<file path="src/hw/rtl/ssdp_pkg.sv">
// ----------------------------------------------------------------------------
// ssdp_pkg
// shared types and constants of the subset sum engine
// ----------------------------------------------------------------------------
package ssdp_pkg;

	localparam int VAL_W       = 16;
	localparam int IDX_W       = 7;
	localparam int SUM_W       = 10;
	localparam int QUEUE_DEPTH = 4;
	localparam int QPTR_W      = 2;
	localparam int QCNT_W      = 3;

	typedef struct packed {
		logic [VAL_W-1:0] item_value;
		logic             is_last_item;
	} item_t;

	typedef struct packed {
		logic             found;
		logic [IDX_W-1:0] chosen_index;
		logic [VAL_W-1:0] chosen_value;
		logic             is_last_result;
	} res_t;

	// one classified transaction for the back end
	typedef struct packed {
		logic [VAL_W-1:0] value;
		logic [IDX_W-1:0] index;
		logic             store;
		logic             run;
	} cmd_t;

	typedef enum logic [3:0] {
		ST_IDLE,
		ST_CLEAR,
		ST_OUTER,
		ST_OUTER_RD,
		ST_JLOOP,
		ST_JVAL,
		ST_JTAB,
		ST_CHECK,
		ST_CHECK_RD,
		ST_TRACE,
		ST_TR_IDX,
		ST_TR_VAL,
		ST_EMIT
	} state_t;

endpackage

</file>
<file path="src/hw/rtl/ssdp_front.sv">
// ----------------------------------------------------------------------------
// ssdp_front
// accepts input transactions, numbers them and marks store and run
// ----------------------------------------------------------------------------
module ssdp_front #(
	parameter int MAX_ITEMS = 64
) (
	input  logic           clk,
	input  logic           arst_n,
	input  logic           item_valid,
	output logic           item_stall,
	input  ssdp_pkg::item_t item_data,
	input  logic           q_full,
	output logic           push,
	output ssdp_pkg::cmd_t  push_cmd
);
	import ssdp_pkg::*;

	logic [IDX_W-1:0] count_q;
	logic             room;
	logic [IDX_W-1:0] n_next;

	assign item_stall = q_full;
	assign push       = item_valid && !q_full;
	assign room       = (count_q < IDX_W'(MAX_ITEMS));
	assign n_next     = room ? count_q + IDX_W'(1) : count_q;

	always_comb begin
		push_cmd.value = item_data.item_value;
		push_cmd.index = n_next;
		push_cmd.store = room;
		push_cmd.run   = item_data.is_last_item;
	end

	always_ff @(posedge clk or negedge arst_n) begin
		if (!arst_n) begin
			count_q <= '0;
		end else if (push) begin
			count_q <= item_data.is_last_item ? '0 : n_next;
		end
	end

endmodule

</file>
<file path="config.mk">
export PLATFORM = sky130hd
export DESIGN_NAME = ssdp_front
export DESIGN_NICKNAME = d
export VERILOG_FILES = /design/src/hw/rtl/ssdp_pkg.sv /design/src/hw/rtl/ssdp_front.sv
export SDC_FILE = /design/constraint.sdc
export NUM_CORES = 1
export LEC_CHECK = 0
export CAP_MARGIN = 10
export CORE_MARGIN = 4
export CORE_UTILIZATION = 40
export DETAILED_ROUTE_END_ITERATION = 8
export DONT_BUFFER_PORTS = 1
export HOLD_SLACK_MARGIN = 0.15
export PLACE_DENSITY = 0.61
export SYNTH_ARGS = -nofsm -noshare
export SYNTH_HDL_FRONTEND = slang
export SYNTH_SLANG_ARGS = --single-unit
export TNS_END_PERCENT = 5
</file>
<file path="constraint.sdc">
create_clock -name clk -period 2.19 [get_ports clk]
set_input_delay 0.1095 -clock clk [delete_from_list [all_inputs] [get_ports clk]]
set_output_delay 0.1095 -clock clk [all_outputs]
set_load 0.03 [all_outputs]
</file>
* Word level (Yosys, flattened, before mapping)
Index checks and enable logic that the tools add are counted.
** Storage, ports and cells
- Latch bits :: 0
- Bits in read-only memories :: 0
- RAM bits :: 0
- Memories :: 0
- Flip-flop bits (word level) :: 7
** Cells by class
- $add $sub $neg :: 1
- Equal/unequal tests :: 0
- Reduce and logical (&&, ||, !) cells :: 2
- Shift-type cells :: 0
- Div/mod/pow operators :: 0
- Multiplexer cells :: 2
- Bitwise logic cells :: 0
- Multiply operators :: 0
- Order comparisons :: 1
** Operators with widths (count)
- 7-bit 2-to-1 mux :: 2
- 7-bit by 1-bit adder with 7-bit output, second input constant :: 1
- 7-bit < comparator, second input constant :: 1
- 1-bit logical AND :: 1
- 1-bit zero test :: 1

* Longest topological paths before layout
Gate-level depths: netlist of run 1.
- Depth in word-level cells :: 3
- Depth in mapped cells :: 4
- Depth with buffers taken out :: 4

* Worst setup path after synthesis of run 1
OpenSTA, ideal clock, no wires.
- Path kind :: register -> register
- Start :: reg count_q[0]
- End :: reg count_q[6]
- Cell stages (with the launch flop) :: 5
- Setup slack :: 0.443 ns
- Arrival :: 1.677 ns
- Required time :: 2.120 ns
- Buffers on the path :: 0
- Cell sequence :: dfrtp_1 ha_1 nand3_1 o21ai_0 and3_1
** RTL lines
- start, declared :: RTL line ssdp_front.sv:19 : logic [IDX_W-1:0] count_q;
- start signal, assigned :: RTL line ssdp_front.sv:39 : count_q <= item_data.is_last_item ? '0 : n_next;

==> metrics.txt, run 1 <==
# TYPE chip_impl_metric gauge
chip_impl_metric{name="postPlaceCellArea",unit="um^2"} 479
chip_impl_metric{name="drc",unit=""} 0
chip_impl_metric{name="grt_antenna_before_repair",unit=""} 0
chip_impl_metric{name="syn-cell-area",unit="um^2"} 584
chip_impl_metric{name="drive_above_1_share",unit="%"} 21.2
chip_impl_metric{name="clk_latency",unit="ps"} 260
chip_impl_info{name="crit_path_end",value="push_cmd[7]"} 1
chip_impl_metric{name="grt_overflow_total",unit=""} 0
chip_impl_metric{name="totalNegativeSetupSlack",unit="ps"} 0
chip_impl_metric{name="die_x",unit="um"} 46.2
chip_impl_metric{name="synth.distinct_cells",unit=""} 25
chip_impl_info{name="setup.worst_path.start",value="count_q[6]"} 1
chip_impl_info{name="cp-end-kind",value="output pin"} 1
chip_impl_metric{name="wl_met3",unit="um"} 117
chip_impl_metric{name="yosysSeqAreaShare",unit="%"} 30.0
chip_impl_metric{name="ys_ff_latch",unit=""} 7
chip_impl_metric{name="grt_pass1_wl",unit="mm"} 1.70
chip_impl_metric{name="die_h",unit="um"} 46.2
chip_impl_metric{name="total_nets_after_synthesis",unit=""} 82
chip_impl_metric{name="floorplan.rows",unit=""} 13
chip_impl_metric{name="finish.instance_area",unit="um^2"} 546
chip_impl_metric{name="flow.area_growth_from_synthesis",unit="%"} -6.64
chip_impl_info{name="yosys.area.top_type",value="dfrtp_1"} 1
chip_impl_metric{name="detailedRoute.firstIterationViolations",unit=""} 8
chip_impl_metric{name="place_hpwl",unit="um"} 762
chip_impl_metric{name="worst_endpoint_required_time",unit="ps"} 2080
chip_impl_metric{name="finalHoldViolCount",unit=""} 0
chip_impl_metric{name="p_leak",unit="nW"} 0.260
chip_impl_metric{name="met2_length",unit="um"} 521
chip_impl_info{name="r2r-start",value="count_q[0]"} 1
chip_impl_metric{name="pwr_density_cell",unit="nW/um^2"} 767
chip_impl_metric{name="dieArea",unit="um^2"} 2140
chip_impl_metric{name="synth_cells",unit=""} 60
chip_impl_metric{name="global_route.usage.total",unit="%"} 12.4
chip_impl_metric{name="register_area",unit="um^2"} 175
chip_impl_metric{name="initial_standard_cell_utilization_of_the_core",unit="%"} 43.8
chip_impl_metric{name="first_global_vias",unit=""} 356
chip_impl_metric{name="clk_pin_slew",unit="ps"} 60
chip_impl_info{name="path_cells",value="nand4b_4 > nor2_1 > xor2_1"} 1
chip_impl_metric{name="yosys_warnings",unit=""} 0
chip_impl_metric{name="worst_path_arrival",unit="ps"} 1690
chip_impl_metric{name="place.gp.congestion",unit=""} 0.686
chip_impl_metric{name="syn_area_per_cell",unit="um^2"} 9.74
chip_impl_metric{name="drtPass1Iterations",unit=""} 4
chip_impl_metric{name="pin_slew_with_the_least_headroom_to_its_limit",unit="ps"} 693
chip_impl_info{name="tritoncts",value="built"} 1
chip_impl_metric{name="achievable-frequency",unit="MHz"} 554
chip_impl_info{name="rr_endpoint",value="count_q[1]"} 1
chip_impl_info{name="max_flop_register",value="count_q"} 1
chip_impl_info{name="mostFrequentLayoutCell",value="dfrtp_1"} 1
chip_impl_info{name="layout_top_registers",value="count_q x7"} 1
chip_impl_metric{name="crit_fanout",unit=""} 6
chip_impl_metric{name="core-area",unit="um^2"} 1330
chip_impl_metric{name="layout.core_utilization",unit="%"} 40.9
chip_impl_metric{name="cts-buffers-inserted",unit=""} 3
chip_impl_metric{name="ant_nets",unit=""} 0
chip_impl_info{name="mostFrequentLayoutCells",value="dfrtp_1 (7), xnor2_1 (4), dlygate4sd3_1 (4), buf_4 (4)"} 1
chip_impl_info{name="run_status",value="finished clean"} 1
chip_impl_metric{name="setup_violations",unit=""} 0
chip_impl_metric{name="vdd_ir_drop_max",unit="mV"} 0.232
chip_impl_metric{name="flip_flop_count_of_the_largest_register_all_copies_and_words_added",unit=""} 7
chip_impl_metric{name="timing_max_transition_violations_final",unit=""} 0
chip_impl_info{name="criticalPathCategory",value="flop to output pin"} 1
chip_impl_info{name="timing.hold.worst.start",value="item_data[0]"} 1
chip_impl_metric{name="cts.path.max_buffers",unit=""} 2
chip_impl_metric{name="finalNetCount",unit=""} 75
chip_impl_metric{name="slowest_stage_delay_cp",unit="ps"} 580
chip_impl_metric{name="reg_to_reg_setup_timing_slack",unit="ps"} 730
chip_impl_metric{name="finalWirelength",unit="mm"} 1.11
chip_impl_info{name="top_layer_used",value="met4"} 1
chip_impl_metric{name="timing.clock.skew",unit="ps"} 10.2
chip_impl_metric{name="r2r.worst_path.cells",unit=""} 3
chip_impl_metric{name="maxSlewHeadroom",unit="%"} 53.5
chip_impl_metric{name="postCtsSetupRepairBufs",unit=""} 0
chip_impl_metric{name="num-fill-cells",unit=""} 144
chip_impl_metric{name="clock-sinks",unit=""} 7
chip_impl_info{name="crit_slowest_cell",value="xor2_1"} 1
chip_impl_info{name="rsz0062_at_grt",value="false"} 1
chip_impl_metric{name="final_min_period",unit="ps"} 1800
chip_impl_metric{name="yosysTopAreaCellShare",unit="%"} 30.0
chip_impl_metric{name="port_buffers",unit=""} 0
chip_impl_info{name="hold_path.class",value="input pin to flop"} 1
chip_impl_info{name="start_kind",value="flop"} 1
chip_impl_metric{name="post_drt_wl_per_cell",unit="um"} 16.5
chip_impl_metric{name="number_of_top_level_pins",unit=""} 48
chip_impl_metric{name="drv_cap",unit=""} 0
chip_impl_metric{name="h-tree-depth",unit=""} 1
chip_impl_metric{name="multi_input_area",unit="um^2"} 248
chip_impl_metric{name="detail_route.vias_per_cell",unit=""} 5.76
chip_impl_metric{name="layout_worst_path_cycle_share",unit="%"} 82.4
chip_impl_info{name="cts-root-buf",value="clkbuf_4"} 1
chip_impl_metric{name="antenna_cells",unit=""} 0
chip_impl_metric{name="grt_max_degree",unit=""} 12
chip_impl_metric{name="detail_route.wirelength.met1",unit="um"} 409
chip_impl_metric{name="vias",unit=""} 386
chip_impl_info{name="synth_area_leaders",value="dfrtp_1 (30%), buf_4 (24%), xnor2_1 (6.0%)"} 1
routing by layer:
metal / up-vias / global-route usage [%]
li1: 177 / -
met1: 184 / 11.9
met2: 18 / 17.3
met3: 7 / 5.08
met4: 0 / 16.5
met5: - / 0
cell families (layout without fill, tap and decap cells):
| logic type | count (synthesis) | in the layout | share of synthesized area, % |
|---|---|---|---|
| fa+ha+maj | 1 | 1 | 2.14 |
| compound gates | 8 | 8 | 12.4 |
| mux | 1 | 1 | 1.93 |
| flops | 7 | 7 | 30.0 |
| xor+xnor | 5 | 5 | 7.49 |
| buf+inv | 22 | 14 | 27.6 |
| simple gates | 16 | 16 | 18.4 |
what timing repair did:
action | in CTS | in global routing
endpoints found under the hold margin | 14 | 0
hold buffers | 4 | 0
resized for setup | 0 | 0
critical path, delay by kind of cell (launching register included):
family | cells | cell delay [ps]
xor gates and xnor gates | 1 | 580
DFF | 1 | 430
and+or+nand+nor | 2 | 420
worst min path at each step:
stage | slack [ps] | end | cells past startpoint
6_report | 160 | count_q[4] | 2
3_5_place_dp | -190 | count_q[4] | 0
4_1_cts | 160 | count_q[4] | 2
3_3_place_gp | -190 | count_q[4] | 0
5_1_grt | 170 | count_q[4] | 2
2_1_floorplan | -190 | count_q[0] | 0
per-stage QoR:
stage | instances | total power [mW] | hold WS (ps) | worst slack [ps]
3_5_place_dp | 59 | 0.287 | -186 | 731
2_1_floorplan | 60 | 0.323 | -186 | 443
5_1_grt | 67 | 0.442 | 171 | 317
6_report | 67 | 0.418 | 165 | 386
3_3_place_gp | 59 | 0.286 | -186 | 741
4_1_cts | 67 | 0.425 | 163 | 428
area by class of cell:
cell class / count / share of cell area, %
sequential: 7 / 32.1
multi-input combinational: 31 / 45.4
inverter: 2 / 1.38
tap: 15 / 3.44
timing repair buffer: 8 / 12.8
clock buffer: 4 / 4.82
synthesized netlist by cell type:
library cell	n
a221o_1	1
a221o_2	1
a22o_1	2
a22o_2	1
a31o_1	1
and3_1	1
buf_4	19
buf_6	1
dfrtp_1	7
ha_1	1
inv_1	2
mux2_2	1
nand2_1	2
nand2b_1	2
nand3_1	1
nand3b_1	1
nand4b_1	1
nand4b_4	1
nor2_1	3
nor2b_1	2
nor4_1	2
o21ai_0	1
o311a_1	1
xnor2_1	4
xor2_1	1
power by group:
group	switching [mW]	internal [mW]	total, mW
clock network	0.0546	0.0700	0.125
registers	0.0249	0.144	0.169
logic	0.0762	0.0486	0.125
Power figures use the tool's default switching activity.
==> run 2, diff against run 1 <==
- ABC_AREA: not set -> 1
- clock period: 2.19 -> 1.7 ns (I/O delays scaled with it)
==> metrics.txt, run 2 <==
# TYPE chip_impl_metric gauge
chip_impl_info{name="run_status",value="finished clean"} 1
chip_impl_metric{name="total_nets_after_synthesis",unit=""} 104
chip_impl_info{name="critical-path-top-cell-by-count",value="nand2_1"} 1
chip_impl_metric{name="initial_standard_cell_utilization_of_the_core",unit="%"} 44.4
chip_impl_metric{name="global_route.usage.total",unit="%"} 12.7
chip_impl_metric{name="slowest_stage_delay_cp",unit="ps"} 410
chip_impl_info{name="rsz0062_at_grt",value="false"} 1
chip_impl_metric{name="ys_ff_latch",unit=""} 7
chip_impl_metric{name="post-place-ws",unit="ps"} 375
chip_impl_metric{name="timing_max_transition_violations_final",unit=""} 0
chip_impl_info{name="critPathTopFamily",value="simple AND/OR/NAND/NOR gates"} 1
chip_impl_metric{name="pin_slew_with_the_least_headroom_to_its_limit",unit="ps"} 360
chip_impl_info{name="mostFrequentLayoutCells",value="nand2_1 (17), inv_1 (10), dfrtp_1 (7)"} 1
chip_impl_metric{name="synth.distinct_cells",unit=""} 20
chip_impl_metric{name="grt_overflow_total",unit=""} 0
chip_impl_metric{name="grt_antenna_before_repair",unit=""} 0
chip_impl_metric{name="finalNetCount",unit=""} 96
chip_impl_metric{name="postCtsSetupRepairBufs",unit=""} 0
chip_impl_metric{name="final_min_period",unit="ps"} 1540
chip_impl_metric{name="maxSlewHeadroom",unit="%"} 76.0
chip_impl_info{name="max_flop_register",value="count_q"} 1
chip_impl_info{name="mostFrequentLayoutCell",value="nand2_1"} 1
chip_impl_info{name="predominant_post_synthesis_flop_cell",value="dfrtp_1"} 1
chip_impl_metric{name="grt_max_degree",unit=""} 8
chip_impl_metric{name="syn_area_per_cell",unit="um^2"} 7.40
chip_impl_metric{name="vdd_ir_drop_max",unit="mV"} 0.343
chip_impl_metric{name="finalHoldViolCount",unit=""} 0
chip_impl_info{name="crit_slowest_cell",value="dfrtp_1"} 1
chip_impl_info{name="layout_top_registers",value="count_q x7"} 1
chip_impl_metric{name="syn-cell-area",unit="um^2"} 607
chip_impl_metric{name="detailedRoute.firstIterationViolations",unit=""} 10
chip_impl_info{name="path_cells",value="inv_2 > nand2_1 > nor2_1 > nand2_1 > and2_2"} 1
chip_impl_metric{name="synth_cells",unit=""} 82
chip_impl_info{name="hold_path.class",value="input pin to async pin"} 1
chip_impl_info{name="tritoncts",value="built"} 1
chip_impl_metric{name="num-fill-cells",unit=""} 147
chip_impl_metric{name="flip_flop_count_of_the_largest_register_all_copies_and_words_added",unit=""} 7
chip_impl_metric{name="detail_route.vias_per_cell",unit=""} 4.82
chip_impl_info{name="setup.worst_path.start",value="count_q[6]"} 1
chip_impl_metric{name="worst_endpoint_required_time",unit="ps"} 1620
chip_impl_metric{name="final.setup.worst_slack",unit="ps"} 162
chip_impl_metric{name="yosysTopAreaCellShare",unit="%"} 28.9
chip_impl_metric{name="cts-buffers-inserted",unit=""} 3
chip_impl_metric{name="die_h",unit="um"} 47.0
chip_impl_metric{name="floorplan.rows",unit=""} 13
chip_impl_metric{name="grt_pass1_wl",unit="mm"} 1.87
chip_impl_metric{name="p_leak",unit="nW"} 0.293
chip_impl_metric{name="yosys_warnings",unit=""} 0
chip_impl_metric{name="drtPass1Iterations",unit=""} 4
chip_impl_metric{name="drive_above_1_share",unit="%"} 21.9
chip_impl_info{name="cts-root-buf",value="clkbuf_4"} 1
chip_impl_info{name="cp-end-kind",value="output pin"} 1
chip_impl_info{name="yosys.area.top_type",value="dfrtp_1"} 1
chip_impl_metric{name="ant_nets",unit=""} 0
chip_impl_metric{name="drv_cap",unit=""} 0
chip_impl_metric{name="port_buffers",unit=""} 0
chip_impl_metric{name="achievable-frequency",unit="MHz"} 650
chip_impl_info{name="synthMostInstantiatedCell",value="buf_4"} 1
chip_impl_metric{name="dieArea",unit="um^2"} 2200
chip_impl_metric{name="vias",unit=""} 424
chip_impl_metric{name="finalWirelength",unit="mm"} 1.10
chip_impl_info{name="r2r-start",value="count_q[6]"} 1
chip_impl_info{name="synth.top_cells.by_count",value="buf_4 (19), nand2_1 (17), inv_1 (10)"} 1
chip_impl_metric{name="layout_worst_path_cycle_share",unit="%"} 90.5
chip_impl_metric{name="pwr_density_cell",unit="nW/um^2"} 822
chip_impl_metric{name="yosysSeqAreaShare",unit="%"} 28.9
chip_impl_metric{name="clk_latency",unit="ps"} 250
chip_impl_metric{name="totalNegativeSetupSlack",unit="ps"} 0
chip_impl_metric{name="place.gp.congestion",unit=""} 0.765
chip_impl_metric{name="flow.area_growth_from_synthesis",unit="%"} -6.80
chip_impl_info{name="start_kind",value="flop"} 1
chip_impl_metric{name="count_of_flip_flops_with_a_built_in_enable_after_synthesis",unit=""} 0
chip_impl_metric{name="setup_violations",unit=""} 0
chip_impl_metric{name="number_of_top_level_pins",unit=""} 48
chip_impl_metric{name="place_hpwl",unit="um"} 881
chip_impl_info{name="criticalPathCategory",value="flop to output pin"} 1
chip_impl_metric{name="core-area",unit="um^2"} 1370
chip_impl_metric{name="die_x",unit="um"} 47.0
chip_impl_metric{name="post_drt_wl_per_cell",unit="um"} 12.5
chip_impl_metric{name="clk_pin_slew",unit="ps"} 50
chip_impl_metric{name="h-tree-depth",unit=""} 1
chip_impl_metric{name="async_flop_share",unit="%"} 100
chip_impl_metric{name="cts.path.max_buffers",unit=""} 2
chip_impl_metric{name="first_global_vias",unit=""} 435
chip_impl_metric{name="antenna_cells",unit=""} 0
chip_impl_info{name="synth_area_leaders",value="dfrtp_1 (29%), buf_4 (24%), nand2_1 (11%)"} 1
chip_impl_metric{name="worst_path_arrival",unit="ps"} 1450
chip_impl_metric{name="clock-sinks",unit=""} 7
chip_impl_metric{name="crit_fanout",unit=""} 6
chip_impl_metric{name="drc",unit=""} 0
chip_impl_metric{name="layout.core_utilization",unit="%"} 41.4
chip_impl_metric{name="timing.clock.skew",unit="ps"} 1.98
chip_impl_metric{name="path_buf_inv",unit=""} 1
-- run 2: path summary, 6_finish.rpt --
path	slack (ps)	cells after the start	endpoint
worst max-delay path	160	5	push_cmd[6]
min in group clk	170	0	push_cmd[10]
worst min-delay path	160	1	count_q[6]
worst min register to register	550	2	count_q[5]
worst max register to register	410	7	count_q[5]
max in group asynchronous	1300	1	count_q[4]
-- run 2: timing repair --
| action | in CTS | in global routing |
|---|---|---|
| hold buffers | 4 | 0 |
| gates resized for setup | 0 | 1 |
| endpoints found under the hold margin | 14 | 0 |
| endpoints found under the setup margin | 0 | 1 |
-- run 2: where the power goes --
part	switching (mW)	internal, mW
Sequential	0.0152	0.178
Combinational	0.0865	0.0328
Clock	0.0627	0.0896
-- run 2: cell type report --
class	instances	area [um^2]	area share, %
Multi-Input combinational cell	43	239	42.3
Inverter	13	51.3	9.07
Timing Repair Buffer	6	55.1	9.73
Sequential cell	7	175	31.0
Clock buffer	4	26.3	4.65
Tap cell	15	18.8	3.32
-- run 2: layer usage --
layer	share of wire, %	up-vias	GRT usage, %
met5	0	-	0
met4	2.8	0	12.7
met3	8.8	5	3.83
met2	39	18	16.0
met1	49	187	16.5
li1	-	214	-
-- run 2: through the flow --
| step | hold WS [ps] | total power, mW | cell area (um^2) | std cells |
|---|---|---|---|---|
| after detailed placement | -210 | 0.305 | 498 | 80 |
| after global placement | -210 | 0.303 | 498 | 80 |
| after floorplan | -211 | 0.367 | 607 | 82 |
| after global routing | 170 | 0.498 | 566 | 88 |
| after CTS | 165 | 0.472 | 564 | 88 |
| final | 161 | 0.465 | 566 | 88 |
-- run 2: logic make-up (layout without fill, tap and decap cells) --
family,Yosys count,after routing,synth area share (%)
AOI/OAI and AO/OA,9,9,8.66
and+or+nand+nor,32,32,27.0
xor gates and xnor gates,1,1,1.44
adders and majority gates,1,1,2.06
buffers and inverters,32,23,32.0
DFF,7,7,28.9
-- run 2: worst reg2reg max path, delay by kind of cell, from the launching register on --
family	cells	cell delay, ps
buffers and inverters	1	210
DFF	1	410
and+or+nand+nor	6	620
