--- src/hw/rtl/ssdp_pkg.sv ---
// ----------------------------------------------------------------------------
// ssdp_pkg
// shared types and constants of the subset sum engine
// ----------------------------------------------------------------------------
package ssdp_pkg;

	localparam int VAL_W       = 16;
	localparam int IDX_W       = 7;
	localparam int SUM_W       = 10;
	localparam int QUEUE_DEPTH = 4;
	localparam int QPTR_W      = 2;
	localparam int QCNT_W      = 3;

	typedef struct packed {
		logic [VAL_W-1:0] item_value;
		logic             is_last_item;
	} item_t;

	typedef struct packed {
		logic             found;
		logic [IDX_W-1:0] chosen_index;
		logic [VAL_W-1:0] chosen_value;
		logic             is_last_result;
	} res_t;

	// one classified transaction for the back end
	typedef struct packed {
		logic [VAL_W-1:0] value;
		logic [IDX_W-1:0] index;
		logic             store;
		logic             run;
	} cmd_t;

	typedef enum logic [3:0] {
		ST_IDLE,
		ST_CLEAR,
		ST_OUTER,
		ST_OUTER_RD,
		ST_JLOOP,
		ST_JVAL,
		ST_JTAB,
		ST_CHECK,
		ST_CHECK_RD,
		ST_TRACE,
		ST_TR_IDX,
		ST_TR_VAL,
		ST_EMIT
	} state_t;

endpackage

--- src/hw/rtl/ssdp_queue.sv ---
// ----------------------------------------------------------------------------
// ssdp_queue
// short command queue between the front end and the back end
// ----------------------------------------------------------------------------
module ssdp_queue (
	input  logic          clk,
	input  logic          arst_n,
	input  logic          push,
	input  ssdp_pkg::cmd_t push_cmd,
	input  logic          pop,
	output ssdp_pkg::cmd_t head,
	output logic          empty,
	output logic          full
);
	import ssdp_pkg::*;

	cmd_t              mem_q [QUEUE_DEPTH];
	logic [QPTR_W-1:0] wr_ptr_q;
	logic [QPTR_W-1:0] rd_ptr_q;
	logic [QCNT_W-1:0] count_q;

	assign empty = (count_q == '0);
	assign full  = (count_q == QCNT_W'(QUEUE_DEPTH));
	assign head  = mem_q[rd_ptr_q];

	always_ff @(posedge clk) begin
		if (push) begin
			mem_q[wr_ptr_q] <= push_cmd;
		end
	end

	always_ff @(posedge clk or negedge arst_n) begin
		if (!arst_n) begin
			wr_ptr_q <= '0;
			rd_ptr_q <= '0;
			count_q  <= '0;
		end else begin
			if (push) begin
				wr_ptr_q <= wr_ptr_q + QPTR_W'(1);
			end
			if (pop) begin
				rd_ptr_q <= rd_ptr_q + QPTR_W'(1);
			end
			case ({push, pop})
				2'b10:   count_q <= count_q + QCNT_W'(1);
				2'b01:   count_q <= count_q - QCNT_W'(1);
				default: count_q <= count_q;
			endcase
		end
	end

endmodule

--- config.mk ---
export PLATFORM = sky130hd
export DESIGN_NAME = ssdp_queue
export DESIGN_NICKNAME = d
export VERILOG_FILES = /design/src/hw/rtl/ssdp_pkg.sv /design/src/hw/rtl/ssdp_queue.sv
export SDC_FILE = /design/constraint.sdc
export NUM_CORES = 1
export LEC_CHECK = 0
export ABC_AREA = 1
export BUFFER_PORTS_ARGS = -buffer_cell sky130_fd_sc_hd__buf_2
export CAP_MARGIN = 5
export CORE_ASPECT_RATIO = 1.5
export CORE_MARGIN = 2
export CORE_UTILIZATION = 57
export DETAILED_ROUTE_END_ITERATION = 10
export PLACE_DENSITY = 0.79
export SLEW_MARGIN = 20
export SYNTH_ARGS = -nofsm -noshare
export SYNTH_HDL_FRONTEND = slang
export SYNTH_SLANG_ARGS = --single-unit
--- constraint.sdc ---
create_clock -name clk -period 2.1 [get_ports clk]
set_clock_uncertainty 0.2 [all_clocks]
set_input_delay 0 -clock clk [delete_from_list [all_inputs] [get_ports clk]]
set_output_delay 0 -clock clk [all_outputs]
set_load 0.005 [all_outputs]
### Word level (Yosys, flattened, before mapping)

Memories as Yosys holds them, arrays and structs flattened.
Cells that the tools add are included.

* logic and storage cells: 16
* input port bits: 29
* bits in registers: 7
* bits in writable memories: 100
* output and inout bits: 27
* memories: 1

* mux-type cells: 3
* eq/ne operators: 3
* add/subtract/negate cells: 4
* reductions and logical operators: 2

Memories
* mem_q: depth 4, bits a word 25, rd ports 1, clocked after memory_dff 0, wr ports 1, RTL line ssdp_queue.sv:17 `cmd_t mem_q [QUEUE_DEPTH];`

Operators with widths (count)
* case mux 3 bit (2 select lines): 1
* adder 2 x 1 -> 2 bit (second input constant): 2
* adder 3 x 1 -> 3 bit (second input constant): 1
* equality test 3 bit (second input constant): 1
* zero test 3 bit: 1
* subtractor 3 x 1 -> 3 bit (second input constant): 1
* equality test 2 x 1 -> 1 bit (second input constant): 1
* equality test 2 bit (second input constant): 1
* 2-to-1 mux 1 bit: 2
* nonzero test 2 bit: 1

### Longest topological paths before layout

Gate-level depths: netlist of the first run.

* depth in word-level cells: 2
* depth in mapped cells: 10
* mapped depth without buffers: 9

### Worst setup path before layout of the first run

Ideal clock, no wire load.

* kind: register to register
* start: reg wr_ptr_q[0]
* end: mem mem_q[2][0] in the netlist's numbering (enable)
* arrival: 1.156 ns
* clock period less this slack: 1.736 ns
* stages on the path, launching flop included: 5
* path buffers: 0
* required time: 1.520 ns
* setup time: 0.380 ns
* path slack: 0.364 ns
* cell sequence: dfrtp_1 inv_1 ha_1 nand2_1 inv_1

RTL lines
* from (decl): RTL line ssdp_queue.sv:18 `logic [QPTR_W-1:0] wr_ptr_q;`
* from (signal assigned): RTL line ssdp_queue.sv:39 `wr_ptr_q <= wr_ptr_q + QPTR_W'(1);`
* to (decl): RTL line ssdp_queue.sv:17

Straight into the memory's write port.

==> results of run 1 <==
what timing repair did:
action                                 CTS  global route
endpoints found under the hold margin  118             0
hold buffers                            29             0
buffers inserted                         0             0
flip-flops by register name, summed over array words and instances (netlist names):
register	count
count_q	3
mem_q	100
rd_ptr_q	2
wr_ptr_q	2
power by group:
part           leakage [nW]  switching [mW]  internal, mW
clock                 0.125           0.676         0.793
combinational          1.11            1.33         0.906
sequential             1.00           0.180          2.80
total                  2.23            2.19          4.50
cell type report:
type                       count  area (sq um)  area share
multi-input combinational    152         847.1      0.1587
timing repair buffer          95         685.7      0.1285
clock inverter                 4         17.52    0.003283
sequential                   107          3179      0.5958
clock buffer                  12         236.5     0.04431
tap                          102         127.6     0.02392
inverter                      64         242.7     0.04549
critical path: stages (launching register included):
cell and delay (ns):
dfrtp_1 0.64, inv_4 0.23, o211ai_1 0.18, nand2_1 0.10, buf_2 0.14
synth_stat cells, types with 2 or more instances:
master / count / area, sq um
buf_2: 6 / 30.03
buf_4: 9 / 67.56
buf_6: 2 / 22.52
dfrtp_1: 7 / 175.2
edfxtp_1: 100 / 3003
ha_1: 5 / 62.56
inv_1: 63 / 236.5
nand2_1: 86 / 322.8
nor3_1: 2 / 10.01
o211ai_1: 50 / 375.4
o21ai_0: 2 / 10.01
xor2_1: 3 / 26.28
how the worst max path moves through the flow:
stage                     start      endpoint
finish              rd_ptr_q[1]      head[24]
global route        rd_ptr_q[1]      head[24]
CTS                 rd_ptr_q[1]      head[24]
detailed placement  wr_ptr_q[0]  mem_q[3][14]
global placement    wr_ptr_q[0]  mem_q[3][21]
floorplan           wr_ptr_q[0]   mem_q[2][0]
metrics by stage:
stage,worst slack (ns),power (mW),instances,hold slack [ns]
6_report,0.2541,6.692,536,0.2112
5_1_grt,0.1478,7.110,536,0.2189
4_1_cts,0.2306,6.743,536,0.2060
3_5_place_dp,0.4223,5.245,491,-0.3536
3_3_place_gp,0.4688,5.140,491,-0.3553
2_1_floorplan,0.3641,4.457,340,-0.4956
per-layer routing:
metal / GRT usage / up-vias / share of wire
li1: - / 1339 / -
met3: 0.04615 / 18 / 0.039
met2: 0.3606 / 58 / 0.55
met1: 0.2265 / 1302 / 0.39
met5: 0 / - / 0
met4: 0.09708 / 0 / 0.026
cells by family (layout without fill, tap and decap cells):
logic type,Yosys count,after routing,synth area share
DFF,107,107,0.7243
and+or+nand+nor,90,90,0.07841
buffers and inverters,81,175,0.08269
AOI/OAI and AO/OA,52,52,0.08782
adders and majority gates,6,6,0.01882
xor gates and xnor gates,4,4,0.007985
==> results.sh, run 1 <==
export IMPL_status="finished clean"
export IMPL_fin_crit_ns=1.846
export IMPL_ff2ff_path_depth=4
export IMPL_power_leakage_nw=2.235
export IMPL_post_drt_wl_per_cell_um=14.80
export IMPL_n_fill_cell=503
export IMPL_crit_required_ns=1.90
export IMPL_max_cap_viol_count=0
export IMPL_die_area_sq_mm=0.008430
export IMPL_cts_buffers=9
export IMPL_grt_pass1_vias=2742
export IMPL_syn_nets=375
export IMPL_ant_nets=0
export IMPL_drc=0
export IMPL_tightest_slew_ns=0.4794
export IMPL_grt_start_max_net_pins=69
export IMPL_worst_r2r_setup_slack_ns=0.42
export IMPL_post_cts_resized=0
export IMPL_synthCells=340
export IMPL_drt_iter0_drc=167
export IMPL_p_per_area_mw_per_mm2=1254
export IMPL_clockRootBuffer="clkbuf_16"
export IMPL_nets=464
export IMPL_drive_above_1_share=0.1820
export IMPL_final_util=0.7055
export IMPL_tns_ns=0
export IMPL_place_area_sq_mm=0.004792
export IMPL_viasPerCell=5.069
export IMPL_fin_area_sq_mm=0.005336
export IMPL_cts_sinks=107
export IMPL_cts_tree="done"
export IMPL_synth_edf_count=100
export IMPL_syn_cell_area_sq_mm=0.004388
export IMPL_ys_ff_latch=107
export IMPL_grt_use_total=0.2055
export IMPL_clk_latency_ns=0.34
export IMPL_crit_fanout=26
export IMPL_yosys_warnings=0
export IMPL_core_area_sq_mm=0.007564
export IMPL_wl_um=7932
export IMPL_max_freq_mhz=541.8
export IMPL_hp_start="push_cmd[20]"
export IMPL_antenna_found_initial=0
export IMPL_end_kind="primary output"
export IMPL_routabilityCongestion=0.7543
export IMPL_die_w_um=75.64
export IMPL_ys_async_sr_fraction=0.06542
export IMPL_synth_avg_cell_area_sq_um=12.91
export IMPL_hp_class="input port to flip-flop"
export IMPL_cp_arrival_ns=1.65
export IMPL_rsz0062_at_grt="false"
export IMPL_clkTransAtPathRegs_ns=0.06
export IMPL_grt_pass1_wl_um=12460
export IMPL_r2r_start="wr_ptr_q[0]"
export IMPL_slew_violations=0
export IMPL_dr_pass1_iters=4
export IMPL_die_h_um=111.5
export IMPL_ys_flop_type="edfxtp_1"
export IMPL_criticalPathCategory="flip-flop to primary output"
export IMPL_min_period_over_period=0.8790
export IMPL_worst_slew_margin_rel=0.6804
export IMPL_layout_cells_most_common="edfxtp_1"
export IMPL_ioPinCount=56
export IMPL_clockBufferDepth=2
export IMPL_port_buffers=55
export IMPL_r2r_end="mem_q[3][16]"
export IMPL_yosysSeqAreaShare=0.7243
export IMPL_worstSetupStartpointType="flip-flop"
export IMPL_most_common_layout_cells="edfxtp_1 (100), nand2_1 (86), inv_1 (63), buf_2 (55), o211ai_1 (50)"
export IMPL_netlist_cell_type_count=17
export IMPL_h_tree_depth=3
export IMPL_finalSetupViolCount=0
export IMPL_min_path_cells=2
export IMPL_finalHoldViolations=0
export IMPL_ir_drop_v=0.0009302
export IMPL_synthToLayoutAreaGrowth_pct=21.61
export IMPL_dp_hpwl_um=4935
export IMPL_vias=2717
export IMPL_n_antenna_cell=0
export IMPL_start_util=0.5801
export IMPL_rows=39
export IMPL_holdPathEnd="mem_q[1][20]"
export IMPL_grt_ovfl_total=0
(Power assumes the default switching activity.)
==> inputs of run 2 (changes only) <==
Settings changed: ABC_AREA 1 to not set, CORE_UTILIZATION 57 to 56, PLACE_DENSITY 0.79 to 0.78, REMOVE_ABC_BUFFERS set to 1.
==> results.sh, run 2 <==
export IMPL_n_antenna_cell=0
export IMPL_p_int_mw=4.203
export IMPL_ir_drop_v=0.0006391
export IMPL_cp_arrival_ns=1.79
export IMPL_synth_avg_cell_area_sq_um=24.27
export IMPL_rows=38
export IMPL_ys_ff_latch=107
export IMPL_crit_required_ns=1.90
export IMPL_drc=0
export IMPL_max_cap_viol_count=0
export IMPL_r2r_end="count_q[2]"
export IMPL_wl_um=6438
export IMPL_switchingPower_mw=1.569
export IMPL_max_freq_mhz=502.7
export IMPL_port_buffers=55
export IMPL_ioPinCount=56
export IMPL_clk_latency_ns=0.34
export IMPL_endpoint="head[0]"
export IMPL_hp_start="push_cmd[21]"
export IMPL_worst_slew_margin_rel=0.7659
export IMPL_largest_register_ff_count=100
export IMPL_yosys_area_top_type="edfxtp_1"
export IMPL_power_leakage_nw=1.799
export IMPL_synth_most_common_cell="edfxtp_1"
export IMPL_most_common_layout_cells="edfxtp_1 (100), buf_2 (55), dlygate4sd3_1 (29), mux4_2 (18), clkbuf_8 (9)"
export IMPL_p_comb_frac=0.310
export IMPL_ys_async_sr_fraction=0.06542
export IMPL_slew_violations=0
export IMPL_die_h_um=108.2
export IMPL_cts_setup_buffers=0
export IMPL_drt_iter0_drc=86
export IMPL_syn_cell_area_sq_mm=0.004054
export IMPL_sequentialPowerShare=0.514
export IMPL_p_per_area_mw_per_mm2=1173
export IMPL_dp_slack_ns=0.4634
export IMPL_fin_crit_ns=1.989
export IMPL_ys_flop_type="edfxtp_1"
export IMPL_die_w_um=73.47
export IMPL_cts_sinks=107
export IMPL_netlist_cell_type_count=19
export IMPL_clockBufferDepth=2
export IMPL_grt_use_total=0.1790
export IMPL_final_util=0.6898
export IMPL_grt_start_max_net_pins=26
export IMPL_r2r_start="count_q[0]"
export IMPL_synthTopCellsByCount="edfxtp_1 (100), mux4_2 (18), dfrtp_1 (7), mux4_1 (7), inv_1 (6)"
export IMPL_crit_fanout=9
export IMPL_grt_pass1_wl_um=10090
export IMPL_place_area_sq_mm=0.004477
export IMPL_grt_ovfl_total=0
export IMPL_dp_hpwl_um=4280
export IMPL_critical_path_startpoint="rd_ptr_q[0]"
export IMPL_power_share_clock=0.176
export IMPL_tns_ns=0
export IMPL_dr_pass1_iters=4
export IMPL_antenna_found_initial=0
export IMPL_fin_area_sq_mm=0.004920
export IMPL_synthToLayoutAreaGrowth_pct=21.36
export IMPL_post_drt_wl_per_cell_um=18.34
export IMPL_layout_cells_most_common="edfxtp_1"
export IMPL_worst_r2r_setup_slack_ns=0.49
export IMPL_core_area_sq_mm=0.007132
export IMPL_min_period_over_period=0.9473
export IMPL_drive_above_1_share=0.3506
export IMPL_nets=301
export IMPL_top_regs="mem_q (100), count_q (3)"
export IMPL_synthCells=167
export IMPL_clkTransAtPathRegs_ns=0.09
export IMPL_ff_latch_area_sq_mm=0.003179
export IMPL_ff2ff_path_depth=5
export IMPL_cts_buffers=9
export IMPL_ant_nets=0
export IMPL_synth_edf_count=100
export IMPL_start_util=0.5684
export IMPL_h_tree_depth=3
export IMPL_yosys_warnings=0
export IMPL_yosysSeqAreaShare=0.7840
export IMPL_routabilityCongestion=0.7338
export IMPL_rsz0062_at_grt="false"
export IMPL_hp_class="input port to flip-flop"
export IMPL_end_kind="primary output"
export IMPL_vias=1903
export IMPL_clockRootBuffer="clkbuf_8"
export IMPL_cts_tree="done"
export IMPL_fin_ws_ns=0.1107
export IMPL_status="finished clean"
export IMPL_top_register="mem_q"
export IMPL_tightest_slew_ns=0.3499
export IMPL_swShare=0.2718
export IMPL_ys_top_cells_by_area="edfxtp_1 (74%), mux4_2 (10%), mux4_1 (4.5%)"
export IMPL_worstSetupStartpointType="flip-flop"
export IMPL_criticalPathCategory="flip-flop to primary output"
export IMPL_die_area_sq_mm=0.007950
export IMPL_finalSetupViolCount=0
export IMPL_n_fill_cell=471
export IMPL_netlist_area_leader_share=0.7407
export IMPL_multi_input_area_sq_um=787.0
export IMPL_finalHoldViolations=0
export IMPL_grt_pass1_vias=1997
export IMPL_viasPerCell=5.422
[run 2: changes by cell type in the layout (fill, tap and decap cells not counted), sizes merged, moves of 4 or more]
cell,previous run,this run
nand2,86,2
inv,64,6
mux4,0,25
o211ai,50,0
and2,0,4
[run 2: cell type report]
| cell class | count | area share |
|---|---|---|
| flip-flops and latches | 107 | 0.6462 |
| well taps | 80 | 0.02035 |
| inverters | 6 | 0.004578 |
| multi-input cells | 48 | 0.1600 |
| clock buffers | 12 | 0.02747 |
| clock inverters | 4 | 0.003561 |
| repair buffers | 94 | 0.1378 |
[run 2: repair_timing]
item                                   4_1_cts  5_1_grt
hold buffers                                29        0
gates resized for setup                      0        0
endpoints found under the hold margin      113        0
[run 2: critical path: stages, from the launching register on]
cell and delay [ns]:
dfrtp_2 0.54, buf_12 0.18, mux4_1 0.57, buf_2 0.15
[run 2: how the worst min path moves through the flow]
stage / endpoint / cells past startpoint
after global routing: mem_q[0][21] / 2
final: mem_q[0][21] / 2
after CTS: mem_q[1][2] / 2
after global placement: count_q[2] / 1
after floorplan: count_q[0] / 0
after detailed placement: count_q[2] / 1
[run 2: cells by family after synthesis]
family,after synthesis,share of synthesized area
adders and majority gates,6,0.02037
buffers and inverters,12,0.02191
and+or+nand+nor,9,0.01173
muxes,26,0.1478
DFF,107,0.7840
xor gates and xnor gates,6,0.01296
AOI/OAI and AO/OA,1,0.001233
[run 2: per-layer routing]
layer  track usage  wire length (um)  up-vias
met4       0.08182               129        0
met3       0.04194               163       12
li1              -                 -      883
met2        0.2991              3551       36
met5             0                 0        -
met1        0.2196              2593      972
[run 2: through the flow]
step	cells	hold WS (ns)	total power, mW
floorplan	161	-0.4956	3.998
global placement	306	-0.3571	4.766
detailed placement	306	-0.3487	4.818
CTS	351	0.1823	5.864
global route	351	0.1914	6.086
finish	351	0.1997	5.772
[run 2: power groups by stage]
stage               sequential [mW]  combinational [mW]  clock [mW]
floorplan                      3.09               0.904           0
global placement               2.99                1.77           0
detailed placement             3.02                1.80           0
CTS                            2.97                1.84        1.05
global route                   3.00                1.95        1.13
finish                         2.96                1.79        1.02
==> inputs of run 3 (changes only) <==
Settings changed: GPL_TIMING_DRIVEN set to 0.
==> results.sh, run 3 (synthesis results as in run 2) <==
export IMPL_cp_arrival_ns=1.73
export IMPL_p_comb_frac=0.287
export IMPL_n_fill_cell=444
export IMPL_grt_pass1_wl_um=10240
export IMPL_power_leakage_nw=1.794
export IMPL_cts_tree="done"
export IMPL_grt_ovfl_total=0
export IMPL_cpMaxStageDelayCell="dfrtp_2"
export IMPL_max_stage_delay_ns=0.80
export IMPL_routabilityCongestion=0.7035
export IMPL_h_tree_depth=3
export IMPL_core_area_sq_mm=0.007132
export IMPL_finalSetupViolCount=0
export IMPL_worstSetupStartpointType="flip-flop"
export IMPL_ioPinCount=56
export IMPL_largest_register_ff_count=100
export IMPL_clkTransAtPathRegs_ns=0.10
export IMPL_die_w_um=73.47
export IMPL_max_cap_viol_count=0
export IMPL_fin_crit_ns=1.926
export IMPL_end_kind="primary output"
export IMPL_die_h_um=108.2
export IMPL_ir_drop_v=0.001058
export IMPL_worst_slew_margin_rel=0.5222
export IMPL_max_freq_mhz=519.1
export IMPL_status="finished clean"
export IMPL_dp_hpwl_um=3774
export IMPL_synthToLayoutAreaGrowth_pct=21.85
export IMPL_port_buffers=55
export IMPL_most_common_layout_cells="edfxtp_1 (100), buf_2 (55), dlygate4sd3_1 (29), mux4_2 (18), clkbuf_8 (9)"
export IMPL_drc=0
export IMPL_rows=38
export IMPL_drive_above_1_share=0.3736
export IMPL_clk_latency_ns=0.37
export IMPL_cts_sinks=107
export IMPL_crit_required_ns=1.90
export IMPL_drt_iter0_drc=95
export IMPL_power_mw=6.031
export IMPL_tightest_slew_ns=0.7167
export IMPL_crit_buf_inv=1
export IMPL_grt_start_max_net_pins=27
export IMPL_start_util=0.5684
export IMPL_cp_top_family="flip-flops"
export IMPL_die_area_sq_mm=0.007950
export IMPL_p_int_mw=4.354
export IMPL_n_antenna_cell=0
export IMPL_grt_use_total=0.1819
export IMPL_instances_no_fill=345
export IMPL_sequentialPowerShare=0.507
export IMPL_clockRootBuffer="clkbuf_8"
export IMPL_whs_ns=0.1803
export IMPL_swShare=0.2781
export IMPL_viasPerCell=5.551
export IMPL_wl_um=6590
export IMPL_place_area_sq_mm=0.004397
export IMPL_switchingPower_mw=1.678
export IMPL_post_drt_wl_per_cell_um=19.10
export IMPL_fin_area_sq_mm=0.004940
export IMPL_power_share_clock=0.206
export IMPL_grt_pass1_vias=2011
export IMPL_crit_fanout=26
export IMPL_path_cells="mux4_2 -> buf_2"
export IMPL_placed_cells=297
export IMPL_rsz0062_at_grt="false"
export IMPL_dr_pass1_iters=4
export IMPL_top_register="mem_q"
export IMPL_clockBufferDepth=2
export IMPL_top_regs="mem_q (100), count_q (3)"
export IMPL_slew_violations=0
export IMPL_vias=1915
export IMPL_nets=295
export IMPL_cts_buffers=9
export IMPL_min_period_over_period=0.9173
export IMPL_criticalPathCategory="flip-flop to primary output"
export IMPL_antenna_found_initial=0
export IMPL_hp_class="input port to flip-flop"
export IMPL_ant_nets=0
export IMPL_p_per_area_mw_per_mm2=1221
export IMPL_finalHoldViolations=0
export IMPL_tns_ns=0
export IMPL_layout_cells_most_common="edfxtp_1"
==> run 3: final cells by class <==
type                    count  area [sq um]  area share
multi-input cells          48         792.0      0.1603
flip-flops and latches    107          3183      0.6444
inverters                   6         22.52    0.004559
clock buffers               9         123.9     0.02508
clock inverters             7         77.57     0.01570
well taps                  80         100.1     0.02026
repair buffers             88         640.6      0.1297
==> run 3: worst paths after layout <==
path / slack (ns) / depth (start not counted) / from / endpoint
max: 0.17 / 2 / rd_ptr_q[1] / head[11]
min: 0.18 / 2 / push_cmd[18] / mem_q[3][18]
max reg2reg: 0.24 / 3 / wr_ptr_q[0] / mem_q[0][14]
min reg2reg: 0.30 / 1 / count_q[2] / count_q[2]
max in group asynchronous: 1.04 / 3 / arst_n / rd_ptr_q[0]
min in group asynchronous: 0.39 / 3 / arst_n / count_q[1]
==> run 3: through the flow <==
step	util	setup WS (ns)
after floorplan	-	0.1029
after global placement	0.6118	-0.4409
after detailed placement	0.6165	0.2045
after CTS	0.6926	0.1479
after global routing	0.6926	0.1122
final	0.6926	0.1736
==> run 3: power by group through the flow <==
stage	clock [mW]	combinational (mW)	sequential [mW]
after floorplan	0	0.904	3.09
after global placement	0	1.41	3.21
after detailed placement	0	1.57	3.15
after CTS	1.28	1.77	3.06
after global routing	1.34	1.89	3.10
final	1.24	1.73	3.06
==> run 3: routing by layer <==
layer / vias up / GRT usage / routed length [um]
li1: 876 / - / -
met2: 46 / 0.2934 / 3608
met1: 984 / 0.2358 / 2674
met3: 9 / 0.04473 / 183
met4: 0 / 0.07792 / 124
met5: - / 0 / 0
==> run 3: repair_timing <==
| item | in CTS | in global routing |
|---|---|---|
| endpoints found under the hold margin | 113 | 0 |
| setup buffers | 3 | 0 |
| endpoints found under the setup margin | 25 | 0 |
| gates resized for setup | 2 | 0 |
| hold buffers | 29 | 0 |
==> run 3: worst register-to-register path, cell delays in order, from the launching register on <==
cell	delay (ns)
dfrtp_1	0.44
inv_1	0.11
ha_1	0.15
and2_2	0.60
